## src/hdl/csin_pkg.sv

```systemverilog
// Package for the CORDIC sine pipeline: shared types, widths and constants.
// Holds the elaboration-time functions that build pi, the gain and the arctangent table.
// No dependencies.
package csin_pkg;

  // Default configuration
  localparam int DEF_ITERATIONS = 32;
  localparam int DEF_DATA_WIDTH = 32;

  // Port widths: angle in Q4.28, sine in Q2.30
  localparam int IN_W  = 32;
  localparam int IN_FRAC = 28;
  localparam int OUT_W = 32;
  localparam int OUT_FRAC = 30;

  // Result width before saturation (Q4.30, holds -8 up to just under +8)
  localparam int RES_W = 34;
  localparam logic signed [RES_W-1:0] ONE_Q30 = 34'sh0_4000_0000;

  // pi * 2^62
  localparam logic [63:0] P62 = 64'hC90F_DAA2_2168_C235;

  // Gain 0.6072 = 759 / 1250
  localparam logic [63:0] GAIN_NUM = 64'd759;
  localparam logic [63:0] GAIN_DEN = 64'd1250;

  // Special angles that bypass the rotations
  typedef enum logic [1:0] {
    SP_NONE,
    SP_ZERO,
    SP_POS,
    SP_NEG
  } csin_special_e;

  // Side information that travels with each item
  typedef struct packed {
    logic          folded;     // angle was folded by pi, negate result
    logic          first_dir;  // direction of rotation 0 (1: positive)
    csin_special_e special;
  } csin_flags_t;

  // round(P62 * 2^-sh), sh >= 1
  function automatic logic [63:0] pi_scaled(int sh);
    return (P62 + (64'd1 << (sh - 1))) >> sh;
  endfunction

  // Restoring long division, used only for constants
  function automatic logic [63:0] udiv64(logic [63:0] num, logic [63:0] den);
    logic [64:0] rem;
    logic [63:0] quo;
    rem = '0;
    quo = '0;
    for (int b = 63; b >= 0; b--) begin
      rem = {rem[63:0], num[b]};
      if (rem >= {1'b0, den}) begin
        rem    = rem - {1'b0, den};
        quo[b] = 1'b1;
      end
    end
    return quo;
  endfunction

  // round(0.6072 * 2^frac), halves up
  function automatic logic [63:0] gain_const(int frac);
    logic [63:0] rem;
    logic [63:0] q;
    rem = GAIN_NUM;
    q   = '0;
    for (int b = 0; b < frac; b++) begin
      rem = rem << 1;
      q   = q << 1;
      if (rem >= GAIN_DEN) begin
        rem  = rem - GAIN_DEN;
        q[0] = 1'b1;
      end
    end
    if ((rem << 1) >= GAIN_DEN) q = q + 64'd1;
    return q;
  endfunction

  // atan(2^-i) with frac fraction bits; arctangent series in Q0.63, then rounded
  function automatic logic [63:0] atan_const(int i, int frac);
    logic [63:0] v;
    logic [63:0] t;
    int          s;
    v = '0;
    if (i == 0) return pi_scaled(64 - frac);
    for (int k = 0; k < 32; k++) begin
      s = i * (2 * k + 1);
      if (s <= 63) begin
        t = udiv64((64'd1 << (63 - s)) + 64'(k), 64'(2 * k + 1));
        if (k % 2 == 1) v = v - t;
        else v = v + t;
      end
    end
    return (v + (64'd1 << (62 - frac))) >> (63 - frac);
  endfunction

endpackage

```

## src/hdl/csin_post.sv

```systemverilog
// Back end of the sine pipeline: round to Q2.30, undo the fold, saturate,
// and select the fixed results of special angles. Depends on csin_pkg.
module csin_post #(
  parameter int DATA_WIDTH = csin_pkg::DEF_DATA_WIDTH
) (
  input  logic                          clk_i,
  input  logic                          rst_ni,
  input  logic                          valid_i,
  input  csin_pkg::csin_flags_t         flags_i,
  input  logic signed [DATA_WIDTH-1:0]  y_i,
  output logic                          valid_o,
  output logic [csin_pkg::OUT_W-1:0]    sine_o
);
  import csin_pkg::*;

  localparam int FRAC = DATA_WIDTH - 4;

  logic signed [RES_W-1:0] r_scaled;
  logic signed [RES_W-1:0] r_sign;
  logic signed [RES_W-1:0] r_sat;
  logic [OUT_W-1:0]        sine_d, sine_q;
  logic                    valid_q;

  // Scale to 30 fraction bits, round half up when dropping bits
  if (FRAC > OUT_FRAC) begin : g_round
    localparam logic signed [DATA_WIDTH-1:0] HALF_LSB =
      DATA_WIDTH'(64'd1 << (FRAC - OUT_FRAC - 1));
    logic signed [DATA_WIDTH-1:0] y_rnd;
    logic signed [DATA_WIDTH-1:0] y_shr;
    assign y_rnd    = y_i + HALF_LSB;
    assign y_shr    = y_rnd >>> (FRAC - OUT_FRAC);
    assign r_scaled = RES_W'(y_shr);
  end else begin : g_pad
    assign r_scaled = RES_W'(y_i) <<< (OUT_FRAC - FRAC);
  end

  // Negate for folded angles, then clamp to +-1
  always_comb begin
    r_sign = flags_i.folded ? -r_scaled : r_scaled;
    priority if (r_sign > ONE_Q30) r_sat = ONE_Q30;
    else if (r_sign < -ONE_Q30)    r_sat = -ONE_Q30;
    else                           r_sat = r_sign;
  end

  // Special angles override the rotation result
  always_comb begin
    unique case (flags_i.special)
      SP_ZERO: sine_d = '0;
      SP_POS:  sine_d = ONE_Q30[OUT_W-1:0];
      SP_NEG:  sine_d = OUT_W'(-ONE_Q30);
      SP_NONE: sine_d = r_sat[OUT_W-1:0];
      default: sine_d = r_sat[OUT_W-1:0];
    endcase
  end

  always_ff @(posedge clk_i or negedge rst_ni) begin
    if (!rst_ni) begin
      valid_q <= 1'b0;
    end else begin
      valid_q <= valid_i;
    end
  end

  always_ff @(posedge clk_i) begin
    sine_q <= sine_d;
  end

  assign valid_o = valid_q;
  assign sine_o  = sine_q;

endmodule

```

## config.mk

```make
export PLATFORM = sky130hd
export DESIGN_NAME = csin_post
export DESIGN_NICKNAME = d
export VERILOG_FILES = /design/src/hdl/csin_pkg.sv /design/src/hdl/csin_post.sv
export SDC_FILE = /design/constraint.sdc
export NUM_CORES = 1
export LEC_CHECK = 0
export BUFFER_PORTS_ARGS = -buffer_cell sky130_fd_sc_hd__buf_4
export CAP_MARGIN = 10
export CORE_ASPECT_RATIO = 0.6
export CORE_MARGIN = 5
export CORE_UTILIZATION = 50
export CTS_CLUSTER_DIAMETER = 40
export CTS_CLUSTER_SIZE = 25
export DETAILED_ROUTE_END_ITERATION = 7
export PLACE_DENSITY = 0.78
export SETUP_SLACK_MARGIN = 0.1
export SLEW_MARGIN = 20
export SYNTH_ARGS = -nofsm -noshare
export SYNTH_HDL_FRONTEND = slang
export SYNTH_SLANG_ARGS = --single-unit
```

## constraint.sdc

```tcl
create_clock -name clk_i -period 0.8 [get_ports clk_i]
set_input_delay 0.12 -clock clk_i [delete_from_list [all_inputs] [get_ports clk_i]]
set_output_delay 0.12 -clock clk_i [all_outputs]
set_load 0.03 [all_outputs]
```

==> Word-level counts from Yosys, hierarchy flattened <==
Index checks and enable logic that the tools add are counted.
{ "word_totals": {"ramBits": 0, "input_bits": 39, "wordCells": 13, "latch_bits": 0, "n_memories": 0, "register_bits": 33, "output_inout_bits": 33, "romBits": 0} }
{ "op_classes": {"eq_ne": 3, "bitwise_logic": 0, "shift": 0, "n_div": 0, "n_mux": 4, "reduce_logical": 1, "multipliers": 0, "add_sub_neg": 1, "order_cmp": 2} }
{ "ops": {"columns": ["operator", "n"], "rows": [
  ["32-bit one-hot mux with 4 select lines", 1],
  ["32-bit two-way mux", 2],
  ["34-bit by 32-bit > comparator with 1-bit output, second input constant", 1],
  ["34-bit by 31-bit < comparator with 1-bit output, second input constant", 1],
  ["34-bit two-way mux", 1],
  ["34-bit negation", 1],
  ["2-bit == test, second input constant", 2],
  ["2-bit by 1-bit == test with 1-bit output, second input constant", 1],
  ["2-bit logical NOT", 1]
]} }

==> Longest topological paths before layout <==
{ "logic_depth": {"word_depth": 6, "depth_mapped": 10, "mapped_depth_nobuf": 9} }

==> Least setup slack after synthesis <==
OpenSTA, ideal clock, no wires.
{ "synth_path": {"path_type": "input to register", "start": "input port y_i[14]", "end": "register sine_q[12] (netlist: sine_o[12])", "n_path_buf": 2, "arrival_time_ps": 2706, "cell_stages": 9, "slack_ps": -1971, "setup_time_ps": 66, "t_required_ps": 734, "path_cell_list": "buf_6 or4_4 or3_1 or4b_4 a211o_1 a2111oi_2 nand4_1 buf_6 a21boi_2"} }
{ "synth_between": {"elab_chain_len": 6, "elab_cells_between_ends": 7, "cone_classes": "1 x add/sub; 2 x order compare; 4 x mux"} }
{ "synth_lines": {"columns": ["element", "line", "source"], "rows": [
  ["start, declared", "csin_post.sv:10", "input logic signed [DATA_WIDTH-1:0] y_i,"],
  ["34-bit negation", "csin_post.sv:39", "r_sign = flags_i.folded ? -r_scaled : r_scaled;"],
  ["34-bit two-way mux *", "csin_post.sv:39", null],
  ["34-bit by 31-bit < comparator with 1-bit output", "csin_post.sv:41", "else if (r_sign < -ONE_Q30) r_sat = -ONE_Q30;"],
  ["32-bit two-way mux", "csin_post.sv:41", null],
  ["32-bit two-way mux *", "csin_post.sv:40", "priority if (r_sign > ONE_Q30) r_sat = ONE_Q30;"],
  ["32-bit one-hot mux with 4 select lines *", "csin_post.sv:47", "unique case (flags_i.special)"],
  ["end signal, assigned", "csin_post.sv:65", "sine_q <= sine_d;"],
  ["end, declared", "csin_post.sv:21", "logic [OUT_W-1:0] sine_d, sine_q;"]
]} }
Mark *: on every way between the ends. The rest lies on a longest branch, timed or not.

==> Final worst setup path <==
{ "layout_path": {"start": "input port y_i[15]", "end": "register sine_q[5] (netlist: sine_o[5])"} }
The elaborated chain is that of the path after synthesis.

==> results.py <==
metrics = {
    "yosys": {
        "synthMuxAreaShare_pct": 1.79,
        "synth.avg_cell_area_um2": 8.43,
        "synth-edff-count": 0,
        "yosysUniqueCellTypes": 62,
        "syn_area_mm2": 0.00231,
        "yosysWarnings": 0,
        "yosysSeqAreaShare_pct": 27.1,
        "synth_ff_type": "dfxtp_1",
        "syn_inst": 274,
        "yosys.area.top_type": "dfxtp_1",
        "synth_top_family_by_area": "simple AND/OR/NAND/NOR gates",
        "synthAdderAreaFrac_pct": 1.08,
        "synth_xor_area_share_pct": 11.8,
        "synth_top_area_share_pct": 26.0,
        "synth_async_sr_flop_share_pct": 3.23,
        "synthTopCellsByArea": "dfxtp_1 (26%), xor2_1 (8.0%), a21oi_2 (6.8%)",
        "synth-compound-area-share_pct": 23.6,
        "ys_ff_latch": 31,
        "synth-simple-area-share_pct": 27.5,
    },
    "clock_tree": {
        "htreeDepth": 2,
        "cts_tree": "yes",
        "cts_num_sinks": 31,
        "cts_inserted_buffers": 5,
        "clk_pin_slew_worst_paths_ps": 70,
        "root_buffer": "clkbuf_8",
        "clockBufferDepth": 2,
    },
    "routing": {
        "drtPass1Iterations": 5,
        "drt_iter0_markers": 539,
        "vias": 3348,
        "wirelength_um": 12500,
        "final_antenna_net_count": 0,
        "wire_per_inst_um": 25.3,
        "route.detailed.drc": 0,
        "vias_per_cell": 6.75,
    },
    "cells_and_area": {
        "final_common_cell": "buf_4",
        "drive_gt1_share_pct": 62.1,
        "diodes": 0,
        "final_cell_mix": "buf_4 (129), buf_6 (43), dfxtp_2 (30), xor2_1 (21), a21oi_2 (18)",
        "num-fill-cells": 163,
        "synthToLayoutAreaGrowth_pct": 78.1,
        "final_net_count": 473,
    },
    "flow_run": {
        "cap_violations": 0,
    },
    "pwr": {
        "power_leakage_uw": 0.00180,
        "vdd_ir_drop_max_mv": 0.765,
        "p_per_area_mw_per_mm2": 1100,
        "report.power.total_uw": 4530,
    },
    "placed_design": {
        "portBuffers": 68,
        "gp_congestion": 0.967,
        "hpwl_um": 6410,
        "preCtsSetupSlack_ps": -2120,
    },
    "floorplanning": {
        "die_x_um": 97.7,
        "core.rowCount": 19,
        "io_pins": 72,
        "die-area_mm2": 0.00612,
        "core_area_mm2": 0.00452,
        "die_h_um": 62.6,
        "initial_core_util_pct": 51.1,
    },
    "timing": {
        "fin_tns_setup_ps": -53660,
        "final.period_utilization_pct": 335,
        "rsz0062_at_grt": "yes",
        "period_needed_ps": 2680,
        "slew_headroom_pct": 63.8,
        "setup_slack_ps": -1880,
        "setup_viol": 61,
        "clock.fmax_mhz": 373,
        "worst_slew_pin_slew_ps": 537,
        "hold_viol": 0,
        "finalMaxSlewViolations": 0,
    },
    "critical_path": {
        "setup.worst_path.start_class": "input port",
        "cp_cell_sequence": "buf_8 -> or4_4 -> or3_4 -> or4b_4 -> a211o_1 -> a2111oi_2 -> nand4_1 -> buf_6 -> a21oi_2",
        "critical_path_arrival_ps": 2870,
        "path_class": "input port to flop",
        "slowest_delay_ps": 540,
        "slowest_stage": "or4_4",
        "required_ps": 1000,
        "critical_path_peak_fanout": 20,
        "crit_path_end_kind": "flop",
    },
    "status": {
        "violations": "negative setup slack",
        "status": "finished, violations left",
    },
    "global_route": {
        "track_usage_pct": 37.3,
        "grt_antenna_before_repair": 0,
        "grt_pass1_vias": 3151,
        "grt-ovfl-total": 0,
        "grt_pass1_wl_um": 17900,
        "grt_max_degree": 21,
    },
    "hold_path": {
        "hold_class": "input port to flop",
    },
}
-- cell type report --
class	count	area [um2]	share of cell area [%]
multi-input combinational	213	1720	41.9
timing repair buffer	178	1560	37.8
tap	63	78.8	1.92
sequential	31	663	16.1
clock inverter	1	5.00	0.122
clock buffer	7	76.3	1.86
inverter	3	11.3	0.274
-- worst max-delay path, delay by kind of cell --
family	cells	cell delay, ps
buf+inv	2	320
compound gates	3	820
simple gates	4	1610
-- timing repair --
item,CTS,global route
gates resized for setup,97,21
setup buffers,9,6
gates cloned,2,0
endpoints found under the hold margin,2,0
endpoints found under the setup margin,61,61
hold buffers,2,0
pin swaps,20,7
-- cell families after synthesis --
group,Yosys count
AND/OR/NAND/NOR,109
AO/OA/AOI/OAI,65
XOR/XNOR,31
flip-flops,31
buffers and inverters,31
multiplexers,4
adder cells (fa/ha/maj),2
other,1
-- synthesized netlist by cell type (4+ instances only) --
cell type  number
a21oi_2        18
and3_1          4
buf_6           5
nor3_1         10
nor2_1         21
nand3_1         9
nand4_1         4
o21ai_0         6
xor2_1         21
or3_1           8
clkbuf_1       19
dfxtp_1        30
or4_1           4
a21oi_1         7
nand2_1        18
nor4_1          9
o31ai_1         6
xnor2_1        10
-- routing by layer --
metal	part of all wire, %	track usage [%]	vias up
li1	-	-	1323
met1	35	46.4	1492
met2	41	57.7	401
met3	15	11.7	132
met4	8.1	19.9	0
met5	0	0	-
-- report_power, final --
part           internal [uW]  total [uW]  switching, uW
sequential              1590        1610           21.1
combinational            781        1710            928
clock                    610        1210            600
-- worst paths after layout --
kind / endpoint / start / slack [ps] / cells after the start
max in group asynchronous: valid_o / rst_ni / 570 / 2
setup / recovery: sine_o[5] / y_i[15] / -1880 / 9
min in group asynchronous: valid_o / rst_ni / 150 / 2
hold / removal: sine_o[30] / flags_i[1] / 80 / 2
-- registers in the layout, summed over array words and instances, names as in the netlist --
signal	cells
valid_o	1
sine_o	30
-- per-stage QoR --
step	util [%]	cells	hold slack (ps)	cell area (um2)
4_1_cts	89.2	493	40.5	4030
2_1_floorplan	-	275	-176	2320
3_5_place_dp	77.1	473	-104	3480
5_1_grt	91.1	496	75.7	4110
3_3_place_gp	77.1	473	-105	3480
6_report	91.1	496	83.2	4110
Note: power is estimated with default switching activity, not from simulation.
