`src/hdl/csin_pkg.sv`:
```
// Package for the CORDIC sine pipeline: shared types, widths and constants.
// Holds the elaboration-time functions that build pi, the gain and the arctangent table.
// No dependencies.
package csin_pkg;

  // Default configuration
  localparam int DEF_ITERATIONS = 32;
  localparam int DEF_DATA_WIDTH = 32;

  // Port widths: angle in Q4.28, sine in Q2.30
  localparam int IN_W  = 32;
  localparam int IN_FRAC = 28;
  localparam int OUT_W = 32;
  localparam int OUT_FRAC = 30;

  // Result width before saturation (Q4.30, holds -8 up to just under +8)
  localparam int RES_W = 34;
  localparam logic signed [RES_W-1:0] ONE_Q30 = 34'sh0_4000_0000;

  // pi * 2^62
  localparam logic [63:0] P62 = 64'hC90F_DAA2_2168_C235;

  // Gain 0.6072 = 759 / 1250
  localparam logic [63:0] GAIN_NUM = 64'd759;
  localparam logic [63:0] GAIN_DEN = 64'd1250;

  // Special angles that bypass the rotations
  typedef enum logic [1:0] {
    SP_NONE,
    SP_ZERO,
    SP_POS,
    SP_NEG
  } csin_special_e;

  // Side information that travels with each item
  typedef struct packed {
    logic          folded;     // angle was folded by pi, negate result
    logic          first_dir;  // direction of rotation 0 (1: positive)
    csin_special_e special;
  } csin_flags_t;

  // round(P62 * 2^-sh), sh >= 1
  function automatic logic [63:0] pi_scaled(int sh);
    return (P62 + (64'd1 << (sh - 1))) >> sh;
  endfunction

  // Restoring long division, used only for constants
  function automatic logic [63:0] udiv64(logic [63:0] num, logic [63:0] den);
    logic [64:0] rem;
    logic [63:0] quo;
    rem = '0;
    quo = '0;
    for (int b = 63; b >= 0; b--) begin
      rem = {rem[63:0], num[b]};
      if (rem >= {1'b0, den}) begin
        rem    = rem - {1'b0, den};
        quo[b] = 1'b1;
      end
    end
    return quo;
  endfunction

  // round(0.6072 * 2^frac), halves up
  function automatic logic [63:0] gain_const(int frac);
    logic [63:0] rem;
    logic [63:0] q;
    rem = GAIN_NUM;
    q   = '0;
    for (int b = 0; b < frac; b++) begin
      rem = rem << 1;
      q   = q << 1;
      if (rem >= GAIN_DEN) begin
        rem  = rem - GAIN_DEN;
        q[0] = 1'b1;
      end
    end
    if ((rem << 1) >= GAIN_DEN) q = q + 64'd1;
    return q;
  endfunction

  // atan(2^-i) with frac fraction bits; arctangent series in Q0.63, then rounded
  function automatic logic [63:0] atan_const(int i, int frac);
    logic [63:0] v;
    logic [63:0] t;
    int          s;
    v = '0;
    if (i == 0) return pi_scaled(64 - frac);
    for (int k = 0; k < 32; k++) begin
      s = i * (2 * k + 1);
      if (s <= 63) begin
        t = udiv64((64'd1 << (63 - s)) + 64'(k), 64'(2 * k + 1));
        if (k % 2 == 1) v = v - t;
        else v = v + t;
      end
    end
    return (v + (64'd1 << (62 - frac))) >> (63 - frac);
  endfunction

endpackage

```
`src/hdl/csin_stage.sv`:
```
// One CORDIC rotation step of the sine pipeline, one register stage.
// Shift-add on x and y, arctangent update of the residual. Depends on csin_pkg.
module csin_stage #(
  parameter int DATA_WIDTH = csin_pkg::DEF_DATA_WIDTH,
  parameter int IDX        = 0
) (
  input  logic                          clk_i,
  input  logic                          rst_ni,
  input  logic                          valid_i,
  input  csin_pkg::csin_flags_t         flags_i,
  input  logic signed [DATA_WIDTH-1:0]  x_i,
  input  logic signed [DATA_WIDTH-1:0]  y_i,
  input  logic signed [DATA_WIDTH-1:0]  t_i,
  output logic                          valid_o,
  output csin_pkg::csin_flags_t         flags_o,
  output logic signed [DATA_WIDTH-1:0]  x_o,
  output logic signed [DATA_WIDTH-1:0]  y_o,
  output logic signed [DATA_WIDTH-1:0]  t_o
);
  import csin_pkg::*;

  localparam int FRAC = DATA_WIDTH - 4;
  localparam logic [63:0] ATAN64 = atan_const(IDX, FRAC);
  localparam logic signed [DATA_WIDTH-1:0] ATAN_C = ATAN64[DATA_WIDTH-1:0];

  logic                         dir;
  logic signed [DATA_WIDTH-1:0] xs, ys;
  logic signed [DATA_WIDTH-1:0] x_d, y_d, t_d;
  logic signed [DATA_WIDTH-1:0] x_q, y_q, t_q;
  csin_flags_t                  flags_q;
  logic                         valid_q;

  // Rotation direction: fixed by the front end for the first step
  assign dir = (IDX == 0) ? flags_i.first_dir : (t_i > 0);
  assign xs  = x_i >>> IDX;
  assign ys  = y_i >>> IDX;

  always_comb begin
    if (dir) begin
      x_d = x_i - ys;
      y_d = y_i + xs;
      t_d = t_i - ATAN_C;
    end else begin
      x_d = x_i + ys;
      y_d = y_i - xs;
      t_d = t_i + ATAN_C;
    end
  end

  always_ff @(posedge clk_i or negedge rst_ni) begin
    if (!rst_ni) begin
      valid_q <= 1'b0;
    end else begin
      valid_q <= valid_i;
    end
  end

  always_ff @(posedge clk_i) begin
    x_q     <= x_d;
    y_q     <= y_d;
    t_q     <= t_d;
    flags_q <= flags_i;
  end

  assign valid_o = valid_q;
  assign flags_o = flags_q;
  assign x_o     = x_q;
  assign y_o     = y_q;
  assign t_o     = t_q;

endmodule

```
`config.mk`:
```
export PLATFORM = sky130hd
export DESIGN_NAME = csin_stage
export DESIGN_NICKNAME = d
export VERILOG_FILES = /design/src/hdl/csin_pkg.sv /design/src/hdl/csin_stage.sv
export SDC_FILE = /design/constraint.sdc
export NUM_CORES = 1
export LEC_CHECK = 0
export BUFFER_PORTS_ARGS = -buffer_cell sky130_fd_sc_hd__buf_2
export CORE_MARGIN = 2
export CORE_UTILIZATION = 50
export CTS_CLUSTER_DIAMETER = 200
export DETAILED_ROUTE_END_ITERATION = 8
export PLACE_DENSITY = 0.75
export SYNTH_ARGS = -nofsm -noshare
export SYNTH_HDL_FRONTEND = slang
export SYNTH_SLANG_ARGS = --single-unit
```
`constraint.sdc`:
```
create_clock -name clk_i -period 1.1 [get_ports clk_i]
set_clock_uncertainty 0.2 [all_clocks]
set_input_delay 0.165 -clock clk_i [delete_from_list [all_inputs] [get_ports clk_i]]
set_output_delay 0.165 -clock clk_i [all_outputs]
set_load 0.1 [all_outputs]
```
==> results_dict.tcl, run 1 <==
set metrics [dict create \
    h-tree-depth 3 \
    cts-hold-fix-buffers 9 \
    yosysWarnings 0 \
    synth_nets 1374 \
    lastStage "4_1_cts" \
    synth_edf_count 0 \
    synth-simple-area-share 0.145 \
    clkSinkCount 100 \
    syn_area_mm2 0.00899 \
    dpl.hpwl_um 29800 \
    fp.dieH_um 138 \
    cts_resized 273 \
    rows 49 \
    avgSynthCellArea_um2 7.86 \
    clock_path_buffers 2 \
    io_buffer_count 203 \
    synth_xor_area_frac 0.0876 \
    cts_buffers 9 \
    synth_top_family_by_area "compound AO/OA/AOI/OAI gates" \
    synth-compound-area-share 0.283 \
    async_flop_share 0.0100 \
    ys_seq_elements 100 \
    muxShareOfSynthArea 0.0113 \
    start_util 0.506 \
    error "[ERROR DPL-0033] detailed placement checks failed during check placement." \
    pin_count 204 \
    gp_congestion 0.998 \
    die_w_um 138 \
    ys_types 84 \
    synth_seq_area_share 0.223 \
    synthCells 1144 \
    placedCellCount 1893 \
    synth-main-ff-cell "dfxtp_1" \
    postCtsSetupRepairBufs 71 \
    root_buffer "clkbuf_16" \
    synth-adder-area-share 0.180 \
    status "stopped before the end" \
]
## cells by family after synthesis
kind of cell,after synthesis
AO/OA/AOI/OAI,387
AND/OR/NAND/NOR,269
buffers and inverters,161
adder cells (fa/ha/maj),127
flip-flops,100
XOR/XNOR,90
multiplexers,10
## stage by stage
step | setup WS (ns) | cell area, um2 | hold WS (ns) | util
3_5_place_dp | -2.04 | 15400 | -0.253 | 0.864
3_3_place_gp | -1.95 | 15400 | -0.260 | 0.864
2_1_floorplan | -1.52 | 10100 | -0.331 | -
## cells in the mapped netlist, types with 11 or more instances
master | number | area (um2)
nand4_1 | 12 | 75.1
buf_2 | 12 | 60.1
a21o_1 | 37 | 278
o211ai_1 | 11 | 82.6
o21ai_0 | 67 | 335
nor3_1 | 20 | 100
o21a_1 | 14 | 105
nand3_1 | 21 | 105
xnor2_1 | 75 | 657
xor2_1 | 15 | 131
a21oi_1 | 132 | 661
nor2_1 | 92 | 345
inv_1 | 107 | 402
ha_1 | 123 | 1540
nand2b_1 | 12 | 75.1
dfxtp_1 | 99 | 1980
nor2b_1 | 15 | 93.8
clkbuf_1 | 30 | 113
a211oi_1 | 12 | 90.1
o31ai_1 | 11 | 82.6
o21bai_1 | 21 | 158
nand2_1 | 54 | 203
==> run 2, diff against run 1 <==
- CORE_UTILIZATION: 50 -> 35
- CTS_CLUSTER_DIAMETER: 200 -> not set
- PLACE_DENSITY: 0.75 -> not set
- PLACE_DENSITY_LB_ADDON: not set -> 0.15
==> run 2 against run 1 <==
Synthesized cell count unchanged; the flow now finishes, with violations (negative hold slack, negative setup slack); synthesized area unchanged.
==> results_dict.tcl, run 2 <==
set metrics [dict create \
    tightestPinTransition_ns 0.631 \
    clkSinkCount 100 \
    rsz0062_at_grt "yes" \
    synth_seq_area_share 0.223 \
    antenna_found_initial 1 \
    relSlewSlack 0.579 \
    synthCells 1144 \
    areaGrowthSynthToFinish_pct 101 \
    fillers 1860 \
    drc 0 \
    mostFrequentLayoutCell "buf_4" \
    end_kind "flop" \
    clock_path_buffers 2 \
    finalPower_mw 26.5 \
    rows 58 \
    root_buffer "clkbuf_16" \
    drive_above_1_share 0.599 \
    first_pass_iters 6 \
    h-tree-depth 3 \
    hold_ws_ns -0.106 \
    final_nets 1999 \
    clkSlewWorstSetupHoldPaths_ns 0.09 \
    arrival_ns 2.76 \
    crit_top_cell "o211ai_1" \
    final_cell_mix "392 x buf_4, 108 x buf_12, 93 x dfxtp_2, 86 x ha_1, 84 x buf_2" \
    die_w_um 164 \
    final_cells 2106 \
    fmax_mhz 371 \
    wirelength_um 37200 \
    viasPerCell 5.18 \
    synth_area_leader_cell "dfxtp_1" \
    start_util 0.357 \
    crit_chain "buf_8, inv_4, ha_4, a21o_4, a2111oi_4, o211ai_1, buf_4, buf_6, and3_4, o211a_1, o211ai_1, a21oi_1, a2bb2oi_2, xnor2_1" \
    gp_congestion 0.978 \
    cp_max_fo 4 \
    setup_viol 191 \
    yosysWarnings 0 \
    cts_buffers 9 \
    core_area_mm2 0.0252 \
    worst_ep_required_time_ns 1.16 \
    cts_tree "done" \
    cpPeakStageDelay_ns 0.39 \
    avgSynthCellArea_um2 7.86 \
    hold_viol_final 2 \
    dpl.hpwl_um 27800 \
    violations "negative hold slack, negative setup slack" \
    synth_nets 1374 \
    top_layer_used "met4" \
    status "complete, but fails checks" \
    syn_area_mm2 0.00899 \
    antenna_left 0 \
    grt_max_degree 41 \
    wl_met1_um 16100 \
    synth.most_common_cell "a21oi_1" \
    async_flop_share 0.0100 \
    synth.top_cells.by_area "dfxtp_1 22%, ha_1 17%, a21oi_1 7.3%" \
    grt_pass1_vias 10966 \
    period_share 2.45 \
    critPathSlowestCell "a2111oi_4" \
    hold_path.class "input port to flop" \
    vdd_ir_drop_max_mv 1.26 \
    synth-main-ff-cell "dfxtp_1" \
    synth_top_area_share 0.220 \
    wl_met3_um 1830 \
    ys_seq_elements 100 \
    start_kind "input port" \
    overflow 0 \
    io_buffer_count 203 \
    cts-hold-fix-buffers 10 \
    via_count 10916 \
    layout_setup_ws_ns -1.60 \
    synth_edf_count 0 \
    synth_common_cells "132 x a21oi_1, 123 x ha_1, 107 x inv_1" \
    dieArea_mm2 0.0270 \
    power_density_mw_per_mm2 1470 \
    placedCellCount 2004 \
    ys_types 84 \
    grt_usage 0.264 \
    maxCapViolCount 0 \
    fp.dieH_um 164 \
    drt_iter0_markers 718 \
    path_class "input port to flop" \
    dr_wl_met2_um 17900 \
    pin_count 204 \
    slew_violations 0 \
    fin_crit_ns 2.70 \
    p_leak_nw 8.28 \
    avgRoutedWirePerCell_um 17.6 \
    grt_pass1_wl_um 56300 \
]
[run 2: cell counts after synthesis]
No cell type changed its count.
[run 2: per-layer routing]
metal	up-vias	GRT usage
met5	-	0
met4	0	0.101
met3	87	0.0258
met2	380	0.457
met1	5156	0.339
li1	5293	-
[run 2: critical path: cells and delay by family]
kind / cells / cell delay [ns]
compound gates: 7 / 1.62
xor+xnor: 1 / 0.15
fa+ha+maj: 1 / 0.21
simple gates: 1 / 0.17
buf+inv: 4 / 0.43
[run 2: path summary, 6_finish.rpt]
kind | startpoint | end | slack [ns] | depth (start not counted)
max in group asynchronous | rst_ni | valid_o | 0.17 | 3
worst min-delay path | t_i[1] | t_o[2] | -0.11 | 2
worst max-delay path | x_i[3] | y_o[28] | -1.60 | 14
min in group asynchronous | rst_ni | valid_o | 0.42 | 3
[run 2: power by group]
part / internal [mW] / leakage [nW] / switching (mW)
combinational: 7.40 / 7.29 / 10.4
clock: 1.59 / 0.141 / 1.70
sequential: 4.66 / 0.849 / 0.736
[run 2: timing repair]
item / in CTS / in global routing
gates resized for setup: 197 / 118
buffers inserted: 51 / 31
pin swaps: 131 / 116
setup endpoints to repair: 191 / 191
cloned: 1 / 0
endpoints found under the hold margin: 12 / 2
[run 2: per-stage QoR]
stage | instance area, um2 | setup WS (ns) | hold WS, ns | util | setup TNS [ns]
6_report | 18000 | -1.60 | -0.106 | 0.716 | -107.17
5_1_grt | 18000 | -1.71 | -0.104 | 0.716 | -116.04
4_1_cts | 17300 | -1.54 | -0.120 | 0.686 | -102.43
3_5_place_dp | 15500 | -2.07 | -0.259 | 0.617 | -126.29
3_3_place_gp | 15500 | -1.98 | -0.260 | 0.617 | -124.90
2_1_floorplan | 10100 | -1.52 | -0.331 | - | -85.84
[run 2: logic make-up after synthesis]
family | synth area share
DFF | 0.223
and+or+nand+nor | 0.145
muxes | 0.0113
adders and majority gates | 0.180
AOI/OAI and AO/OA | 0.283
xor gates and xnor gates | 0.0876
buffers and inverters | 0.0701
[run 2: area by class of cell]
class / count / area [um2] / area share
clock buffer: 10 / 229 / 0.0127
inverter: 111 / 493 / 0.0273
timing repair inverter: 1 / 8.76 / 0.000485
timing repair buffer: 663 / 6460 / 0.358
clock inverter: 6 / 57.6 / 0.00319
antenna: 2 / 5.00 / 0.000277
tap: 330 / 413 / 0.0229
sequential: 100 / 2150 / 0.119
multi-input combinational: 883 / 8230 / 0.456
(Power assumes the default switching activity.)
==> run 3, diff against run 2 <==
- CORE_ASPECT_RATIO: not set -> 0.5
==> run 3 against run 2 <==
Die area grew 0.29%; worst setup slack gained 0.052 ns; utilization shrank 0.33 points; the run still ends with negative hold slack, negative setup slack left; clock-buffer cell count did not move; via count is 0.95% higher; maximum frequency up 2.0%; non-clock buffer count is 15 lower; critical path type unchanged; combinational power barely moved; cell area down 0.23%; cell count fell by 0.19%; power up 0.15%.
==> results_dict.tcl, run 3 (same netlist as run 2, synthesis figures left out) <==
set metrics [dict create \
    final_cell_mix "374 x buf_4, 108 x buf_12, 92 x dfxtp_2, 90 x buf_2, 80 x inv_1" \
    mostFrequentLayoutCell "buf_4" \
    setup_viol 191 \
    avgRoutedWirePerCell_um 18.2 \
    core_area_mm2 0.0252 \
    cp_max_fo 2 \
    maxCapViolCount 0 \
    start_kind "input port" \
    antenna_found_initial 0 \
    clkSlewWorstSetupHoldPaths_ns 0.08 \
    period_share 2.41 \
    p_leak_nw 8.21 \
    path_class "input port to flop" \
    post-route-util 0.713 \
    end_kind "flop" \
    grt_usage 0.269 \
    hold_ws_ns -0.105 \
    hold_viol_final 7 \
    overflow 0 \
    place_ws_ns -2.21 \
    grt_max_degree 81 \
    rsz0062_at_grt "yes" \
    wirelength_um 38300 \
    slew_violations 0 \
    gp_congestion 0.973 \
    drt_iter0_markers 754 \
    hold_path.class "input port to flop" \
    critPathSlowestCell "o211ai_1" \
    cts_tree "done" \
    relSlewSlack 0.666 \
    fin_crit_ns 2.65 \
    tightestPinTransition_ns 0.501 \
    die_w_um 231 \
    start_util 0.356 \
    dieArea_mm2 0.0271 \
    dpl.hpwl_um 28000 \
    fp.dieH_um 117 \
    critical_path.top_delay_family "compound AO/OA/AOI/OAI gates" \
    viasPerCell 5.24 \
    cpPeakStageDelay_ns 0.29 \
    h-tree-depth 3 \
    cts-hold-fix-buffers 9 \
    drc 0 \
    clkSinkCount 100 \
    crit_top_cell "o211ai_1" \
    areaGrowthSynthToFinish_pct 100 \
    cts_buffers 9 \
    io_buffer_count 203 \
    fmax_mhz 378 \
    via_count 11020 \
    arrival_ns 2.72 \
    crit_buf_inv 3 \
    worst_ep_required_time_ns 1.17 \
    violations "negative hold slack, negative setup slack" \
    status "complete, but fails checks" \
    crit_chain "buf_12, inv_12, ha_4, fa_2, and4b_1, a2111oi_4, o211ai_1, buf_4, and3_4, o211a_1, o211ai_1, a21oi_1, a2bb2oi_2, xnor2_1" \
    final_nets 1983 \
    root_buffer "clkbuf_16" \
    drive_above_1_share 0.603 \
    power_density_mw_per_mm2 1480 \
    first_pass_iters 5 \
    antenna_left 0 \
    grt_pass1_vias 11189 \
    pin_count 204 \
    layout_setup_ws_ns -1.55 \
    vdd_ir_drop_max_mv 1.33 \
    n_antenna_cell 0 \
    clock_path_buffers 2 \
    rows 41 \
    grt_pass1_wl_um 58300 \
]
==> run 3: changes by cell type in the layout (fill, tap and decap cells not counted), sizes merged <==
cell	before	now
buf	653	639
dlygate4sd3	10	9
inv	111	109
diode	2	0
clkinv	6	7
==> run 3: repair_timing <==
| action | CTS | global route |
|---|---|---|
| pin swaps | 121 | 132 |
| endpoints found under the setup margin | 192 | 190 |
| buffers inserted | 51 | 33 |
| endpoints found under the hold margin | 18 | 7 |
| resized for setup | 229 | 105 |
==> run 3: routing by layer <==
metal	wire length, um	global-route usage	up-vias
met5	0	0	-
met4	1050	0.0891	0
met3	1780	0.0423	68
met2	19000	0.472	352
met1	16400	0.334	5340
li1	-	-	5260
==> run 3: worst paths after layout <==
check,cells after the start,slack (ns),to,startpoint
min in group asynchronous,3,0.41,valid_o,rst_ni
hold / removal,2,-0.11,t_o[2],t_i[1]
max in group asynchronous,3,0.18,valid_o,rst_ni
setup / recovery,14,-1.55,y_o[28],y_i[0]
==> run 3: layout make-up <==
cell class / instances / area (um2)
repair buffers: 648 / 6310
well taps: 344 / 430
clock inverters: 6 / 55.1
clock buffers: 10 / 239
inverters: 111 / 498
flip-flops and latches: 100 / 2150
multi-input cells: 883 / 8320
fillers: 1894 / 7240
==> run 3: stage by stage <==
| step | total power [mW] | std cells | hold slack, ns | TNS [ns] | instance area (um2) |
|---|---|---|---|---|---|
| after floorplan | 14.9 | 1144 | -0.331 | -85.84 | 10100 |
| after global placement | 21.5 | 2011 | -0.260 | -132.13 | 15500 |
| after detailed placement | 21.6 | 2011 | -0.256 | -134.75 | 15500 |
| after CTS | 26.0 | 2081 | -0.119 | -101.38 | 17300 |
| after global routing | 27.5 | 2102 | -0.115 | -117.47 | 18000 |
| final | 26.6 | 2102 | -0.105 | -110.42 | 18000 |
==> run 3: where the power goes <==
group | switching, mW | internal, mW | total [mW]
clock network | 1.69 | 1.64 | 3.33
registers | 0.730 | 4.66 | 5.39
logic | 10.5 | 7.33 | 17.8
total | 12.9 | 13.6 | 26.6
