## src/hdl/csin_pkg.sv

```systemverilog
// Package for the CORDIC sine pipeline: shared types, widths and constants.
// Holds the elaboration-time functions that build pi, the gain and the arctangent table.
// No dependencies.
package csin_pkg;

  // Default configuration
  localparam int DEF_ITERATIONS = 32;
  localparam int DEF_DATA_WIDTH = 32;

  // Port widths: angle in Q4.28, sine in Q2.30
  localparam int IN_W  = 32;
  localparam int IN_FRAC = 28;
  localparam int OUT_W = 32;
  localparam int OUT_FRAC = 30;

  // Result width before saturation (Q4.30, holds -8 up to just under +8)
  localparam int RES_W = 34;
  localparam logic signed [RES_W-1:0] ONE_Q30 = 34'sh0_4000_0000;

  // pi * 2^62
  localparam logic [63:0] P62 = 64'hC90F_DAA2_2168_C235;

  // Gain 0.6072 = 759 / 1250
  localparam logic [63:0] GAIN_NUM = 64'd759;
  localparam logic [63:0] GAIN_DEN = 64'd1250;

  // Special angles that bypass the rotations
  typedef enum logic [1:0] {
    SP_NONE,
    SP_ZERO,
    SP_POS,
    SP_NEG
  } csin_special_e;

  // Side information that travels with each item
  typedef struct packed {
    logic          folded;     // angle was folded by pi, negate result
    logic          first_dir;  // direction of rotation 0 (1: positive)
    csin_special_e special;
  } csin_flags_t;

  // round(P62 * 2^-sh), sh >= 1
  function automatic logic [63:0] pi_scaled(int sh);
    return (P62 + (64'd1 << (sh - 1))) >> sh;
  endfunction

  // Restoring long division, used only for constants
  function automatic logic [63:0] udiv64(logic [63:0] num, logic [63:0] den);
    logic [64:0] rem;
    logic [63:0] quo;
    rem = '0;
    quo = '0;
    for (int b = 63; b >= 0; b--) begin
      rem = {rem[63:0], num[b]};
      if (rem >= {1'b0, den}) begin
        rem    = rem - {1'b0, den};
        quo[b] = 1'b1;
      end
    end
    return quo;
  endfunction

  // round(0.6072 * 2^frac), halves up
  function automatic logic [63:0] gain_const(int frac);
    logic [63:0] rem;
    logic [63:0] q;
    rem = GAIN_NUM;
    q   = '0;
    for (int b = 0; b < frac; b++) begin
      rem = rem << 1;
      q   = q << 1;
      if (rem >= GAIN_DEN) begin
        rem  = rem - GAIN_DEN;
        q[0] = 1'b1;
      end
    end
    if ((rem << 1) >= GAIN_DEN) q = q + 64'd1;
    return q;
  endfunction

  // atan(2^-i) with frac fraction bits; arctangent series in Q0.63, then rounded
  function automatic logic [63:0] atan_const(int i, int frac);
    logic [63:0] v;
    logic [63:0] t;
    int          s;
    v = '0;
    if (i == 0) return pi_scaled(64 - frac);
    for (int k = 0; k < 32; k++) begin
      s = i * (2 * k + 1);
      if (s <= 63) begin
        t = udiv64((64'd1 << (63 - s)) + 64'(k), 64'(2 * k + 1));
        if (k % 2 == 1) v = v - t;
        else v = v + t;
      end
    end
    return (v + (64'd1 << (62 - frac))) >> (63 - frac);
  endfunction

endpackage

```

## src/hdl/csin_prep.sv

```systemverilog
// Front end of the sine pipeline: format conversion, range reduction and fold.
// Three register stages. Depends on csin_pkg.
module csin_prep #(
  parameter int DATA_WIDTH = csin_pkg::DEF_DATA_WIDTH
) (
  input  logic                          clk_i,
  input  logic                          rst_ni,
  input  logic                          valid_i,
  input  logic [csin_pkg::IN_W-1:0]     angle_i,
  output logic                          valid_o,
  output csin_pkg::csin_flags_t         flags_o,
  output logic signed [DATA_WIDTH-1:0]  t_o
);
  import csin_pkg::*;

  localparam int FRAC = DATA_WIDTH - 4;
  localparam logic [63:0] PI64      = pi_scaled(62 - FRAC);
  localparam logic [63:0] TWO_PI64  = pi_scaled(61 - FRAC);
  localparam logic [63:0] HALF_PI64 = pi_scaled(63 - FRAC);
  localparam logic signed [DATA_WIDTH-1:0] PI_C      = PI64[DATA_WIDTH-1:0];
  localparam logic signed [DATA_WIDTH-1:0] TWO_PI_C  = TWO_PI64[DATA_WIDTH-1:0];
  localparam logic signed [DATA_WIDTH-1:0] HALF_PI_C = HALF_PI64[DATA_WIDTH-1:0];

  logic signed [DATA_WIDTH-1:0] a_conv;
  logic signed [DATA_WIDTH-1:0] a_d, a_q;
  logic signed [DATA_WIDTH-1:0] b_d, b_q;
  logic signed [DATA_WIDTH-1:0] t_d, t_q;
  csin_flags_t                  flags_d, flags_q;
  logic                         va_q, vb_q, vc_q;

  // Q4.28 to Q4.FRAC: pad fraction bits or drop them (floor)
  if (DATA_WIDTH >= IN_W) begin : g_widen
    assign a_conv = DATA_WIDTH'($signed(angle_i)) <<< (DATA_WIDTH - IN_W);
  end else begin : g_narrow
    assign a_conv = $signed(angle_i[IN_W-1 -: DATA_WIDTH]);
  end

  // Stage A: remove one whole turn when the angle lies beyond +-2*pi
  always_comb begin
    priority if (a_conv > TWO_PI_C) a_d = a_conv - TWO_PI_C;
    else if (a_conv < -TWO_PI_C)    a_d = a_conv + TWO_PI_C;
    else                            a_d = a_conv;
  end

  // Stage B: bring into [-pi, pi]
  always_comb begin
    priority if (a_q > PI_C) b_d = a_q - TWO_PI_C;
    else if (a_q < -PI_C)    b_d = a_q + TWO_PI_C;
    else                     b_d = a_q;
  end

  // Stage C: special angles and fold of the outer quadrants
  always_comb begin
    flags_d = '0;
    priority if (b_q == '0)       flags_d.special = SP_ZERO;
    else if (b_q == HALF_PI_C)    flags_d.special = SP_POS;
    else if (b_q == -HALF_PI_C)   flags_d.special = SP_NEG;
    else                          flags_d.special = SP_NONE;

    priority if (b_q > HALF_PI_C) begin
      t_d               = b_q - PI_C;
      flags_d.folded    = 1'b1;
      flags_d.first_dir = 1'b0;
    end else if (b_q < -HALF_PI_C) begin
      t_d               = b_q + PI_C;
      flags_d.folded    = 1'b1;
      flags_d.first_dir = 1'b1;
    end else begin
      t_d               = b_q;
      flags_d.folded    = 1'b0;
      flags_d.first_dir = (b_q > 0);
    end
  end

  // Valid bits
  always_ff @(posedge clk_i or negedge rst_ni) begin
    if (!rst_ni) begin
      va_q <= 1'b0;
      vb_q <= 1'b0;
      vc_q <= 1'b0;
    end else begin
      va_q <= valid_i;
      vb_q <= va_q;
      vc_q <= vb_q;
    end
  end

  // Data registers
  always_ff @(posedge clk_i) begin
    a_q     <= a_d;
    b_q     <= b_d;
    t_q     <= t_d;
    flags_q <= flags_d;
  end

  assign valid_o = vc_q;
  assign flags_o = flags_q;
  assign t_o     = t_q;

endmodule

```

## config.mk

```make
export PLATFORM = sky130hd
export DESIGN_NAME = csin_prep
export DESIGN_NICKNAME = d
export VERILOG_FILES = /design/src/hdl/csin_pkg.sv /design/src/hdl/csin_prep.sv
export SDC_FILE = /design/constraint.sdc
export NUM_CORES = 1
export LEC_CHECK = 0
export ABC_CLOCK_PERIOD_IN_PS = 2900
export BUFFER_PORTS_ARGS = -buffer_cell sky130_fd_sc_hd__buf_2
export CORE_MARGIN = 1
export CORE_UTILIZATION = 40
export DETAILED_ROUTE_END_ITERATION = 6
export GPL_ROUTABILITY_DRIVEN = 1
export PLACE_DENSITY_LB_ADDON = 0.15
export SETUP_SLACK_MARGIN = 0.05
export SYNTH_ARGS = -nofsm -noshare
export SYNTH_HDL_FRONTEND = slang
export SYNTH_SLANG_ARGS = --single-unit
```

## constraint.sdc

```tcl
create_clock -name clk_i -period 2.9 [get_ports clk_i]
set_clock_uncertainty 0.15 [all_clocks]
set_input_delay 0.58 -clock clk_i [delete_from_list [all_inputs] [get_ports clk_i]]
set_output_delay 0.58 -clock clk_i [all_outputs]
set_load 0.02 [all_outputs]
```

Word level (Yosys, flattened, before mapping). Index checks and enable logic that the tools add are counted.

Register bits: 103. Bits of input ports: 35. Output and inout port bits: 37.

Add/sub/neg operators: 6. $lt $le $gt $ge: 7. Eq/ne operators: 2. Reductions and logical operators: 1. Mux-type cells: 9.

Operators with widths (count): 32-bit 2-to-1 mux (6); 32-bit adder (second input constant) (2); 32-bit by 30-bit == test with 1-bit output (second input constant) (2); 32-bit subtractor (second input constant) (2); 32-bit by 31-bit adder with 32-bit output (second input constant) (1); 32-bit by 1-bit > comparator with 1-bit output (second input constant) (1); 32-bit by 30-bit > comparator with 1-bit output (second input constant) (1); 32-bit by 31-bit > comparator with 1-bit output (second input constant) (1); 32-bit > comparator (second input constant) (1); 32-bit zero test (1); 32-bit by 30-bit less-than comparator with 1-bit output (second input constant) (1); 32-bit by 31-bit less-than comparator with 1-bit output (second input constant) (1); 32-bit less-than comparator (second input constant) (1); 32-bit by 31-bit subtractor with 32-bit output (second input constant) (1); 2-bit 2-to-1 mux (3).

Longest topological paths before layout. Gate-level depths: netlist of run 1.

Depth after elaboration: 3. Gate-level depth with buffers: 11. Gate-level depth less buffers: 9.

Least setup slack after synthesis of run 1. Ideal clock, no wire load.

Kind: input port to flip-flop. From: input angle_i[20] in the netlist's numbering. To: register a_q[28]. Setup slack: -0.173 ns. Cell stages on the path: 9. Arrival: 2.806 ns. Required time: 2.633 ns. Cell sequence: buf_6 > or4_4 > or4_4 > nor4_4 > a21oi_2 > or2_1 > buf_6 > a211o_1 > a32o_1.

Word-level cells in the longest chain between the ends: 3. Elaborated cells on any way between the ends: 6. Classes of those cells: add/sub: 2; order compare: 2; mux: 2.

Ends and longest elaborated chain: start: declaration (line csin_prep.sv:9) `input logic [csin_pkg::IN_W-1:0] angle_i,`; 32-bit adder / 32-bit less-than comparator (equally long branches) (line csin_prep.sv:41) `else if (a_conv < -TWO_PI_C) a_d = a_conv + TWO_PI_C;`; 32-bit 2-to-1 mux (line csin_prep.sv:41); 32-bit 2-to-1 mux * (line csin_prep.sv:40) `priority if (a_conv > TWO_PI_C) a_d = a_conv - TWO_PI_C;`; net a_d[28] (line csin_prep.sv:25) `logic signed [DATA_WIDTH-1:0] a_d, a_q;`; end signal: assignment (line csin_prep.sv:90) `a_q <= a_d;`; end: declaration (line csin_prep.sv:25).

The timed path passes the listed nets; every way through them passes the cells marked *. A chain may end at the register's enable or synchronous reset.

Final worst setup path of run 1.
From: input angle_i[22] in the netlist's numbering. To: register a_q[11].

Word-level cells in the longest chain between the ends: 3. Elaborated cells on any way between the ends: 4. Classes of those cells: order compare: 2; mux: 2.

Ends and longest elaborated chain (line): 32-bit less-than comparator (csin_prep.sv:41); 32-bit 2-to-1 mux (csin_prep.sv:41); 32-bit 2-to-1 mux * (csin_prep.sv:40); net a_d[11] (csin_prep.sv:25).

Marked as above.

==> flow_metrics.env, run 1 <==
export IMPL_worstSetupPathType="primary input to flop"
export IMPL_synth_fp_nets=901
export IMPL_crit_reg2reg_launch="b_q[13]"
export IMPL_yosysTopAreaCell="sky130_fd_sc_hd__dfxtp_1"
export IMPL_synth_top_cells_by_area="sky130_fd_sc_hd__dfxtp_1 30%, sky130_fd_sc_hd__xnor2_1 7.4%, sky130_fd_sc_hd__a21oi_1 4.3%, sky130_fd_sc_hd__xor2_1 3.9%, sky130_fd_sc_hd__nor2_1 3.9%"
export IMPL_yosys_warnings=0
export IMPL_synth_flop_cell="sky130_fd_sc_hd__dfxtp_1"
export IMPL_synth_async_reset_ratio=0.0291
export IMPL_max_slew_worst_pin_slew_ps=576
export IMPL_placeableCoreArea_um2=16100
export IMPL_static_leakage_uw=0.00314
export IMPL_layout_drive_gt1_share=0.194
export IMPL_setup_ws_ps=112
export IMPL_max_freq_mhz=359
export IMPL_report_final_hold_viol_count=0
export IMPL_ir_drop_uv=325
export IMPL_max_slew_headroom=0.616
export IMPL_cts_reportedPaths_clkPinSlew_ps=80
export IMPL_cts_made_buffers=9
export IMPL_ys_seq_area_frac=0.311
export IMPL_data_required_time_of_the_critical_path_ps=3040
export IMPL_drt_vias_per_instance=5.71
export IMPL_grt_max_degree=21
export IMPL_worstSkewPairLatency_ps=360
export IMPL_avgRoutedWirePerCell_um=15.7
export IMPL_nature_of_the_critical_path_endpoint="flop"
export IMPL_gr_usage_all_layers=0.210
export IMPL_post_place_ws_ps=-316
export IMPL_layout_nets=980
export IMPL_grt_remaining_overflow=0
export IMPL_worst_endpoint_arrival_ps=2930
export IMPL_detail_route_wirelength_um=18200
export IMPL_rsz0062_at_grt="true"
export IMPL_distinct_cell_type_count_of_the_synthesized_netlist=74
export IMPL_1st_iter_drt_viols=476
export IMPL_most_common_library_cell_in_the_layout_ignoring_fill_and_taps="sky130_fd_sc_hd__dfxtp_1"
export IMPL_hp_class="primary input to flop"
export IMPL_final_max_slew_violation_count=0
export IMPL_critPathLaunch="angle_i[22]"
export IMPL_fp_dieArea_um2=17200
export IMPL_die_h_um=131
export IMPL_whs_path_depth=1
export IMPL_detailedPlacementHpwl_um=13900
export IMPL_post_route_drc_count=0
export IMPL_antenna_violations_before_repair=0
export IMPL_die_w_um=131
export IMPL_detail_route_first_pass_iterations=5
export IMPL_status="finished, final reports clean"
export IMPL_first_global_vias=6083
export IMPL_max_cap_viol_count=0
export IMPL_timing_final_crit_share=0.961
export IMPL_layout_cells_most_common_list="100 x sky130_fd_sc_hd__dfxtp_1, 71 x sky130_fd_sc_hd__buf_2, 69 x sky130_fd_sc_hd__nor2_1"
export IMPL_avg_cell_area_syn_um2=7.78
export IMPL_netlist_instances=858
export IMPL_area_delta_synth_final_pct=18.5
export IMPL_edff_count_synth=0
export IMPL_fin_crit_ps=2790
export IMPL_final_core_util=0.492
export IMPL_ctsLongestPathBuffers=2
export IMPL_num_rows=46
export IMPL_clock_sinks=103
export IMPL_worst_setup_path_start_kind="primary input"
export IMPL_power_per_cell_area_nw_per_um2=670
export IMPL_routed_via_count=6607
export IMPL_postCtsSetupBuffers=0
export IMPL_final_setup_viols=0
export IMPL_worstHoldStart="valid_i"
export IMPL_clock_root_buffer="sky130_fd_sc_hd__clkbuf_16"
export IMPL_htree_num_levels=3
export IMPL_place_port_buffers=71
export IMPL_synthDominantCellAreaShare=0.300
export IMPL_postRouteAntennaNets=0
export IMPL_place_gp_congestion=0.963
export IMPL_antenna_cells_inserted=0
export IMPL_tritoncts="yes"
export IMPL_wire_length_of_the_first_global_routing_pass_um=30000
export IMPL_io_pin_count=72
export IMPL_critical_path_max_fanout=19
export IMPL_post_synth_instance_area_um2=6670
export IMPL_reg2reg_depth=8
export IMPL_postSynthRegisterBits=103
export IMPL_initial_util=0.415
[registers in the layout, summed over array words and instances, names as in the netlist]
register and cells:
a_q 32, t_o 32, va_q 1, valid_o 1
flags_o 4, vb_q 1, b_q 32
[synth_stat cells (all sizes together) (12+ instances only)]
cell type    n
a211oi      13
a21oi       58
a31oi       16
and3        19
clkbuf      65
dfxtp      100
inv         17
nand2       64
nand3       30
nand4       15
nor2        70
nor3        27
nor4        18
o21ai       47
o22ai       12
xnor2       56
xor2        30
[metrics by stage]
| stage | total power, µW | std cells | setup TNS [ps] | cell area (µm²) | hold slack [ps] |
|---|---|---|---|---|---|
| after floorplan | 3430 | 858 | -338 | 6680 | 134 |
| after global placement | 4110 | 1141 | -4780 | 7590 | 183 |
| after detailed placement | 4130 | 1141 | -5370 | 7590 | 191 |
| after CTS | 5320 | 1158 | 0 | 7880 | 177 |
| after global routing | 5610 | 1158 | 0 | 7900 | 180 |
| final | 5300 | 1158 | 0 | 7900 | 182 |
[metal layers]
metal,up-vias,wire length [µm],global-route usage
met5,-,0,0
met2,210,8760,0.361
met1,3044,8170,0.264
met3,38,708,0.0193
li1,3315,-,-
met4,0,554,0.0974
[repair_timing]
action                                  4_1_cts  5_1_grt
hold endpoints to repair                      3        0
endpoints found under the setup margin        0        9
hold buffers                                  1        0
gates resized for setup                       0        4
[area by class of cell]
type | count | area [µm²]
inverter | 17 | 63.8
clock inverter | 6 | 57.6
fill | 1634 | 8150
clock buffer | 10 | 229
multi-input combinational | 664 | 4270
timing repair buffer | 142 | 941
tap | 216 | 270
sequential | 103 | 2080
[worst paths after layout]
kind                                 to  slack, ps
worst max-delay path            a_q[11]        110
worst min-delay path               va_q        180
worst max register to register  t_o[13]        190
worst min register to register  valid_o        210
max in group asynchronous          va_q       2110
min in group asynchronous       valid_o        390
[critical path, cell delays in order]
cell	delay [ps]
sky130_fd_sc_hd__buf_2	100
sky130_fd_sc_hd__or4_4	530
sky130_fd_sc_hd__or4_4	440
sky130_fd_sc_hd__nor4_4	310
sky130_fd_sc_hd__a41o_2	260
sky130_fd_sc_hd__buf_4	130
sky130_fd_sc_hd__nor2_2	50
sky130_fd_sc_hd__buf_12	150
sky130_fd_sc_hd__a32oi_1	230
sky130_fd_sc_hd__xnor2_1	130
[power breakdown]
group | leakage (µW) | internal (µW) | switching (µW) | total, µW
Clock | 0.000142 | 608 | 581 | 1190
Combinational | 0.00212 | 840 | 1210 | 2050
Sequential | 0.000878 | 1780 | 274 | 2050
[cells by family (layout without fill, tap and decap cells)]
kind of cell | after synthesis | after routing | share of synthesized area
simple gates | 318 | 318 | 0.253
compound gates | 251 | 251 | 0.252
flops | 103 | 103 | 0.311
buf+inv | 91 | 175 | 0.0542
xor+xnor | 86 | 86 | 0.113
fa+ha+maj | 8 | 8 | 0.0150
mux | 1 | 1 | 0.00150
(Power assumes the default switching activity.)
==> run 2: changes to the inputs <==
CORE_UTILIZATION = 60   (was 40)
==> run 2 against run 1 <==
Net effect:
- the run now ends with DRC left
- hold slack worse by 34 ps
- final cell count down 7.1%
- sequential power up 2%
- combinational power down 2%
- routed wire length up 2.8%
- count of clock-buffer cells in the layout up 2
- fmax about the same
- via count up 4.5%
- sequential share of layout area up 0.91 points
- non-clock buffer count down 6
- utilization up 21 points
==> flow_metrics.env, run 2 (synthesized netlist as in run 1, its figures left out) <==
export IMPL_status="complete, but fails checks"
export IMPL_violations="DRC"
export IMPL_worst_path_max_delay_cell="sky130_fd_sc_hd__nor3_1"
export IMPL_share_clk_of_total_power=0.166
export IMPL_area_delta_synth_final_pct=14.6
export IMPL_io_pin_count=72
export IMPL_crit_reg2reg_launch="a_q[14]"
export IMPL_ir_drop_uv=559
export IMPL_worst_path_stages=7
export IMPL_static_leakage_uw=0.00305
export IMPL_cts_made_buffers=9
export IMPL_worst_setup_path_start_kind="flop"
export IMPL_max_freq_mhz=359
export IMPL_grt_max_degree=27
export IMPL_layout_nets=974
export IMPL_detail_route_wirelength_um=18700
export IMPL_antenna_violations_before_repair=0
export IMPL_worstSetupPathType="flop to flop"
export IMPL_internal_power_uw=2920
export IMPL_most_common_library_cell_in_the_layout_ignoring_fill_and_taps="sky130_fd_sc_hd__dfxtp_1"
export IMPL_worst_path_buf_inv=1
export IMPL_postCtsSetupBuffers=0
export IMPL_gr_usage_all_layers=0.330
export IMPL_data_required_time_of_the_critical_path_ps=3020
export IMPL_ctsLongestPathBuffers=2
export IMPL_design_power_total_uw=4910
export IMPL_placeableCoreArea_um2=10800
export IMPL_worst_endpoint_arrival_ps=2910
export IMPL_report_final_hold_viol_count=0
export IMPL_max_slew_headroom=0.519
export IMPL_layout_cells_most_common_list="98 x sky130_fd_sc_hd__dfxtp_1, 71 x sky130_fd_sc_hd__buf_2, 69 x sky130_fd_sc_hd__nor2_1"
export IMPL_clock_root_buffer="sky130_fd_sc_hd__clkbuf_8"
export IMPL_cpMostUsedCell="sky130_fd_sc_hd__a311o_1"
export IMPL_hp_class="primary input to flop"
export IMPL_wire_length_of_the_first_global_routing_pass_um=30100
export IMPL_final_setup_viols=0
export IMPL_reg2reg_depth=7
export IMPL_max_slew_worst_pin_slew_ps=715
export IMPL_nFillCells=858
export IMPL_final_max_slew_violation_count=0
export IMPL_avgRoutedWirePerCell_um=17.4
export IMPL_worstSkewPairLatency_ps=390
export IMPL_post_route_drc_count=2
export IMPL_grt_remaining_overflow=0
export IMPL_initial_util=0.615
export IMPL_worstPathCellList="nor3_1 -> buf_4 -> o2111ai_1 -> a31o_2 -> a211o_1 -> a311o_1 -> a311o_1"
export IMPL_die_w_um=107
export IMPL_place_gp_congestion=1.03
export IMPL_final_core_util=0.705
export IMPL_worstReg2RegEnd="b_q[31]"
export IMPL_fin_crit_ps=2790
export IMPL_antenna_cells_inserted=0
export IMPL_detail_route_first_pass_iterations=7
export IMPL_max_cap_viol_count=0
export IMPL_whs_path_depth=1
export IMPL_postRouteAntennaNets=0
export IMPL_die_h_um=107
export IMPL_cp_slowest_stage_delay_ps=440
export IMPL_routed_via_count=6907
export IMPL_clock_sinks=103
export IMPL_timing_final_crit_share=0.962
export IMPL_first_global_vias=6407
export IMPL_worstHoldStart="valid_i"
export IMPL_cts_reportedPaths_clkPinSlew_ps=100
export IMPL_fp_dieArea_um2=11500
export IMPL_path_delay_family="compound AO/OA/AOI/OAI gates"
export IMPL_num_rows=38
export IMPL_p_seq_frac=0.427
export IMPL_power_per_cell_area_nw_per_um2=642
export IMPL_layout_drive_gt1_share=0.191
export IMPL_hold_end="va_q"
export IMPL_nature_of_the_critical_path_endpoint="flop"
export IMPL_switching_share=0.405
export IMPL_detailedPlacementHpwl_um=14200
export IMPL_combinationalPowerShare=0.407
export IMPL_htree_num_levels=3
export IMPL_critical_path_max_fanout=6
export IMPL_reported_net_switching_power_uw=1990
export IMPL_worst_r2r_setup_slack_ps=110
export IMPL_place_port_buffers=71
export IMPL_drt_vias_per_instance=6.42
export IMPL_tritoncts="yes"
export IMPL_rsz0062_at_grt="true"
export IMPL_1st_iter_drt_viols=863
## run 2: changes by cell type in the layout (fill, tap and decap cells not counted), sizes merged
| cell | delta |
|---|---|
| inv | -6 |
| clkbuf | +2 |
| clkinvlp | +1 |
| clkinv | +3 |
| buf | -6 |
## run 2: worst reg2reg max path, cell delays in order, from the launching register on
cell                        delay [ps]
sky130_fd_sc_hd__dfxtp_1           370
sky130_fd_sc_hd__nor3_1            440
sky130_fd_sc_hd__buf_4             230
sky130_fd_sc_hd__o2111ai_1         160
sky130_fd_sc_hd__a31o_2            290
sky130_fd_sc_hd__a211o_1           280
sky130_fd_sc_hd__a311o_1           400
sky130_fd_sc_hd__a311o_1           370
## run 2: repair_timing
action / 4_1_cts / 5_1_grt
hold buffers: 1 / 0
endpoints found under the setup margin: 0 / 19
gates resized for setup: 0 / 8
endpoints found under the hold margin: 3 / 0
## run 2: cell type report
cell class                 count  area (µm²)  share of cell area
clock inverter                 4        22.5             0.00295
inverter                      17        63.8             0.00834
multi-input combinational    664        4270               0.558
tap                          140         175              0.0229
timing repair buffer         136         896               0.117
sequential                   103        2080               0.272
clock buffer                  12         145              0.0190
## run 2: power by group through the flow
stage / Sequential, µW / Clock (µW) / Combinational [µW]
after floorplan: 2240 / 0 / 1190
after global placement: 2100 / 0 / 1910
after detailed placement: 2120 / 0 / 1960
after CTS: 2090 / 822 / 1970
after global routing: 2160 / 896 / 2160
final: 2100 / 813 / 2000
## run 2: worst max path at each step
stage,start,endpoint
3_5_place_dp,angle_i[22],a_q[28]
6_report,a_q[14],b_q[31]
4_1_cts,angle_i[22],a_q[28]
5_1_grt,b_q[14],t_o[13]
3_3_place_gp,angle_i[22],a_q[28]
2_1_floorplan,angle_i[20],a_q[28]
## run 2: per-layer routing
layer  track usage  share of wire  vias to the layer above
li1              -              -                     3286
met2         0.589           0.49                      394
met5             0              0                        -
met3        0.0387          0.060                      102
met4         0.222          0.066                        0
met1         0.367           0.38                     3125
## run 2: per-stage QoR
step | worst slack [ps] | std cells | cell area (µm²) | TNS (ps) | hold WS [ps]
final | 111 | 1076 | 7650 | 0 | 148
after global routing | 25.9 | 1076 | 7650 | 0 | 135
after CTS | 71.0 | 1076 | 7620 | 0 | 139
after detailed placement | -313 | 1059 | 7440 | -4660 | 190
after global placement | -291 | 1059 | 7440 | -3710 | 189
after floorplan | -171 | 858 | 6680 | -338 | 134
